## config.mk

```make
export PLATFORM = sky130hd
export DESIGN_NAME = fpsa_ctrl
export DESIGN_NICKNAME = d
export VERILOG_FILES = /design/src/hdl/fpsa_pkg.sv /design/src/hdl/fpsa_ctrl.sv
export SDC_FILE = /design/constraint.sdc
export NUM_CORES = 1
export LEC_CHECK = 0
export ABC_CLOCK_PERIOD_IN_PS = 1320
export BUFFER_PORTS_ARGS = -buffer_cell sky130_fd_sc_hd__buf_4
export CAP_MARGIN = 40
export CORE_AREA = 2 2 39 41
export CTS_CLUSTER_SIZE = 24
export DETAILED_ROUTE_END_ITERATION = 8
export DIE_AREA = 0 0 41 43
export GPL_TIMING_DRIVEN = 0
export PLACE_DENSITY_LB_ADDON = 0.15
export SETUP_SLACK_MARGIN = 0.4
export SKIP_LAST_GASP = 1
export SLEW_MARGIN = 25
export SYNTH_ARGS = -nofsm -noshare
export SYNTH_HDL_FRONTEND = slang
export SYNTH_SLANG_ARGS = --single-unit
```

## constraint.sdc

```tcl
create_clock -name clk_i -period 1.32 [get_ports clk_i]
set_clock_uncertainty 0.2 [all_clocks]
set_input_delay 0.066 -clock clk_i [delete_from_list [all_inputs] [get_ports clk_i]]
set_output_delay 0.066 -clock clk_i [all_outputs]
set_load 0.005 [all_outputs]
```

## src/hdl/fpsa_pkg.sv

```systemverilog
// shared types and constants for the fit-policy segment allocator
package fpsa_pkg;

  // pool geometry, fixed by the port widths
  localparam int ADDR_BITS    = 16;
  localparam int MAX_SEGMENTS = 32;

  // operation kinds
  localparam logic KIND_ALLOC = 1'b0;
  localparam logic KIND_FREE  = 1'b1;

  // result status codes
  localparam logic [2:0] ST_OK       = 3'd0;
  localparam logic [2:0] ST_NO_FIT   = 3'd1;
  localparam logic [2:0] ST_ZERO     = 3'd2;
  localparam logic [2:0] ST_NOT_LIVE = 3'd3;
  localparam logic [2:0] ST_FULL     = 3'd4;

  // fit policies
  localparam logic [1:0] FIT_FIRST = 2'd0;
  localparam logic [1:0] FIT_BEST  = 2'd1;

  // configuration register indexes
  localparam logic CFG_FIT  = 1'b0;
  localparam logic CFG_POOL = 1'b1;

  // datapath commands
  typedef enum logic [3:0] {
    CMD_NONE,
    CMD_INIT,
    CMD_LOAD,
    CMD_SCAN_LIVE,
    CMD_SCAN_FREE,
    CMD_APPLY_ALLOC,
    CMD_APPLY_FREE,
    CMD_SHIFT,
    CMD_FINISH
  } cmd_e;

  // status from datapath to controller
  typedef struct packed {
    logic live_done;
    logic free_done;
    logic shift_done;
    logic need_shift;
    logic apply_ok;
  } dp_status_t;

endpackage

```

## src/hdl/fpsa_ctrl.sv

```systemverilog
// controller state machine for the segment allocator
module fpsa_ctrl (
  input  logic                clk_i,
  input  logic                rst_ni,
  input  logic                in_valid_i,
  output logic                in_stall_o,
  input  logic                out_valid_i,
  input  logic                is_free_i,
  input  fpsa_pkg::dp_status_t st_i,
  output fpsa_pkg::cmd_e      cmd_o
);

  localparam logic [2:0] S_IDLE  = 3'd0;
  localparam logic [2:0] S_LIVE  = 3'd1;
  localparam logic [2:0] S_FREE  = 3'd2;
  localparam logic [2:0] S_APPLY = 3'd3;
  localparam logic [2:0] S_SHIFT = 3'd4;
  localparam logic [2:0] S_DONE  = 3'd5;

  logic [2:0] state_q, state_d;

  // accept only with the output slot free
  assign in_stall_o = (state_q != S_IDLE) || out_valid_i;

  // next state and command
  always_comb begin
    state_d = state_q;
    cmd_o   = fpsa_pkg::CMD_NONE;
    unique case (state_q)
      S_IDLE: begin
        if (in_valid_i && !in_stall_o) begin
          cmd_o   = fpsa_pkg::CMD_LOAD;
          state_d = S_LIVE;
        end
      end
      S_LIVE: begin
        cmd_o = fpsa_pkg::CMD_SCAN_LIVE;
        if (st_i.live_done) state_d = S_FREE;
      end
      S_FREE: begin
        cmd_o = fpsa_pkg::CMD_SCAN_FREE;
        if (st_i.free_done) state_d = S_APPLY;
      end
      S_APPLY: begin
        cmd_o = is_free_i ? fpsa_pkg::CMD_APPLY_FREE : fpsa_pkg::CMD_APPLY_ALLOC;
        state_d = (st_i.apply_ok && st_i.need_shift) ? S_SHIFT : S_DONE;
      end
      S_SHIFT: begin
        cmd_o = fpsa_pkg::CMD_SHIFT;
        if (st_i.shift_done) state_d = S_DONE;
      end
      S_DONE: begin
        cmd_o   = fpsa_pkg::CMD_FINISH;
        state_d = S_IDLE;
      end
      default: state_d = S_IDLE;
    endcase
  end

  // state register
  always_ff @(posedge clk_i or negedge rst_ni) begin
    if (!rst_ni) begin
      state_q <= S_IDLE;
    end else begin
      state_q <= state_d;
    end
  end

endmodule

```

==> results.toml <==
[outcome]
status = "finished, violations left"
violations = "hold timing, setup timing"

[critical_path]
startpoint_type = "flop"
r2r_end = "state_q[0]$_DFFE_PN0P_"
cp.required_ns = 1.05
reg2reg_from = "state_q[1]$_DFFE_PN0P_"
worstPathArrival_ns = 1.16
cp_max_fo = 5
cpPeakStageDelay_ns = 0.38
crit_chain = "buf_6 -> a211oi_2 -> nand2b_1 -> buf_4"
critPathKind = "flop to primary output"
critPathCaptureType = "primary output"
r2r_setup_slack_ns = -0.01
r2r_cells = 5
worst_path_max_delay_cell = "dfrtp_1"

[clock_network]
cts-htree-levels = 1
cts_root_buf = "clkbuf_4"
clk_latency_ns = 0.23
path_clk_slew_ns = 0.04
ctsLongestPathBuffers = 2
cts.sinks = 3
hold_buffers = 1
numCtsBuffers = 3
cts_tree = "done"

[floorplanning]
core_area_sq_um = 1384
ios = 15
die_h_um = 43
rows = 14
die_area_sq_um = 1763
die_width_um = 41
initial_core_util_pct = 16.73

[cells_and_area]
final_common_cell = "buf_4"
top_register = "state_q"
largest_reg_flops = 3
mostFrequentLayoutCells = "buf_4, buf_6, nand2_2, clkbuf_4"
instances_no_fill = 74
layout-drive-gt1-share_pct = 74.14
post-route-util_pct = 37.34
layout.nets = 69
reg.largest.list = "state_q (3)"
final_area_sq_um = 516.7
antennaDiodeCount = 0
syn2layout_area_growth_pct = 123.2

[timing]
finalHoldViolations = 5
setup_slack_ns = -0.1031
slew_headroom_pct = 86.94
fin_crit_ns = 1.423
report.final.setup_viol = 5
rsz0062_at_grt = "yes"
tightest_slew_ns = 0.1959
hold_ws_ns = -0.09791
fmax_ghz = 0.7027
finalCritPeriodShare_pct = 107.8
slew_violations = 0

[worst_hold_path]
hold_depth = 3
hold_start = "st_i[2]"
hp-class = "primary input to flop"
hold_end = "state_q[0]$_DFFE_PN0P_"

[placed_design]
dp_hpwl_um = 480
place_inst = 60
io_buffers = 14
place_congestion = 0.7195
place_ws_ns = 0.05574
place_area_sq_um = 365.4

[power_and_ir_drop]
vdd_drop_max_v = 0.0007543
pwr_density_cell_nw_per_um2 = 2003
cellLeakagePower_uw = 0.0002451

[routing]
drt-pass1-iter-count = 2
initialDrtViolationCount = 5
ant_nets = 0
avgRoutedWirePerCell_um = 10.61
vias = 318
wirelength_um = 785
vias_per_cell = 4.297
drc = 0

[global_route]
first_global_vias = 296
grtUsageTotal_pct = 11.67
grt_max_degree = 7
grt_pass1_wl_mm = 1.290
antenna_found_initial = 0
grt_overflow = 0

[synth]
synth_area_per_cell_sq_um = 7.716
synth_warnings = 0
synth-seq-area-share_pct = 32.43
synth-seq-cells = 3
synthCells = 30
synthDistinctLibCells = 15
syn_area_sq_um = 231.5
syn-num-nets = 40

[flow_run]
drv_cap = 0
## repair_timing
item / 4_1_cts / 5_1_grt
pin swaps: 0 / 7
buffers inserted: 6 / 2
resized for setup: 8 / 8
cloned: 1 / 0
endpoints found under the hold margin: 5 / 5
setup endpoints to repair: 8 / 8
## logic make-up (layout without fill, tap and decap cells)
group / count (synthesis) / in the layout / share of synthesized area, %
AND/OR/NAND/NOR: 15 / 15 / 33.52
AO/OA/AOI/OAI: 9 / 9 / 25.94
buffers and inverters: 3 / 31 / 8.109
flip-flops: 3 / 3 / 32.43
## stage by stage
stage	TNS [ns]	hold slack (ns)	total power [uW]
2_1_floorplan	0	-0.4296	406.6
3_3_place_gp	0	-0.3438	573.7
3_5_place_dp	0	-0.3438	577.8
4_1_cts	-0.2566	-0.1030	928.5
5_1_grt	-0.5853	-0.09799	1117
6_report	-0.2669	-0.09791	1035
## synthesized netlist by cell type
cell type,n,area [sq um]
nand3_1,2,10.01
a21oi_1,3,15.01
o21ai_0,3,15.01
nor2b_1,1,6.260
nand2_1,5,18.77
a311o_1,1,10.01
inv_1,2,7.510
nand2b_1,1,6.260
nor2_1,4,15.01
dfrtp_1,3,75.07
o211ai_2,1,12.51
a211oi_1,1,7.510
buf_6,1,11.26
nand2b_4,1,13.76
nor3b_1,1,7.510
## how the worst max path moves through the flow
stage                     slack [ns]                   start                     end  depth (start not counted)
after detailed placement        0.06  state_q[2]$_DFFE_PN0P_  state_q[0]$_DFFE_PN0P_                          4
after CTS                      -0.09  state_q[0]$_DFFE_PN0P_                cmd_o[0]                          4
final                          -0.10  state_q[2]$_DFFE_PN0P_                cmd_o[0]                          4
after floorplan                 0.10  state_q[2]$_DFFE_PN0P_  state_q[0]$_DFFE_PN0P_                          4
after global routing           -0.16  state_q[2]$_DFFE_PN0P_                cmd_o[0]                          4
after global placement          0.06  state_q[2]$_DFFE_PN0P_  state_q[0]$_DFFE_PN0P_                          4
## where the power goes
group / internal (uW) / leakage (uW) / switching (uW)
clock network: 113 / 0.0000150 / 46.9
registers: 131 / 0.0000364 / 74.1
logic: 408 / 0.000194 / 261
total: 653 / 0.000245 / 382
## final cells by class
class / instances / area, sq um
Fill cell: 153 / 867.1
Timing Repair Buffer: 24 / 195.2
Multi-Input combinational cell: 24 / 178.9
Sequential cell: 3 / 77.57
Clock buffer: 4 / 26.28
Tap cell: 16 / 20.02
Buffer: 1 / 11.26
Inverter: 2 / 7.507
## worst max-delay path: cells and delay by family, from the launching register on
family / cells / cell delay [ns]
compound gates: 1 / 0.17
buf+inv: 2 / 0.24
flops: 1 / 0.38
simple gates: 1 / 0.13
## metal layers
metal / share of wire [%] / wire length, um / track usage [%] / vias to the layer above
li1: - / - / - / 160
met1: 41 / 319 / 13.59 / 148
met2: 53 / 416 / 15.63 / 10
met3: 6.2 / 49 / 4.712 / 0
met4: 0 / 0 / 10.00 / 0
met5: 0 / 0 / 0 / -
(Power assumes the default switching activity.)
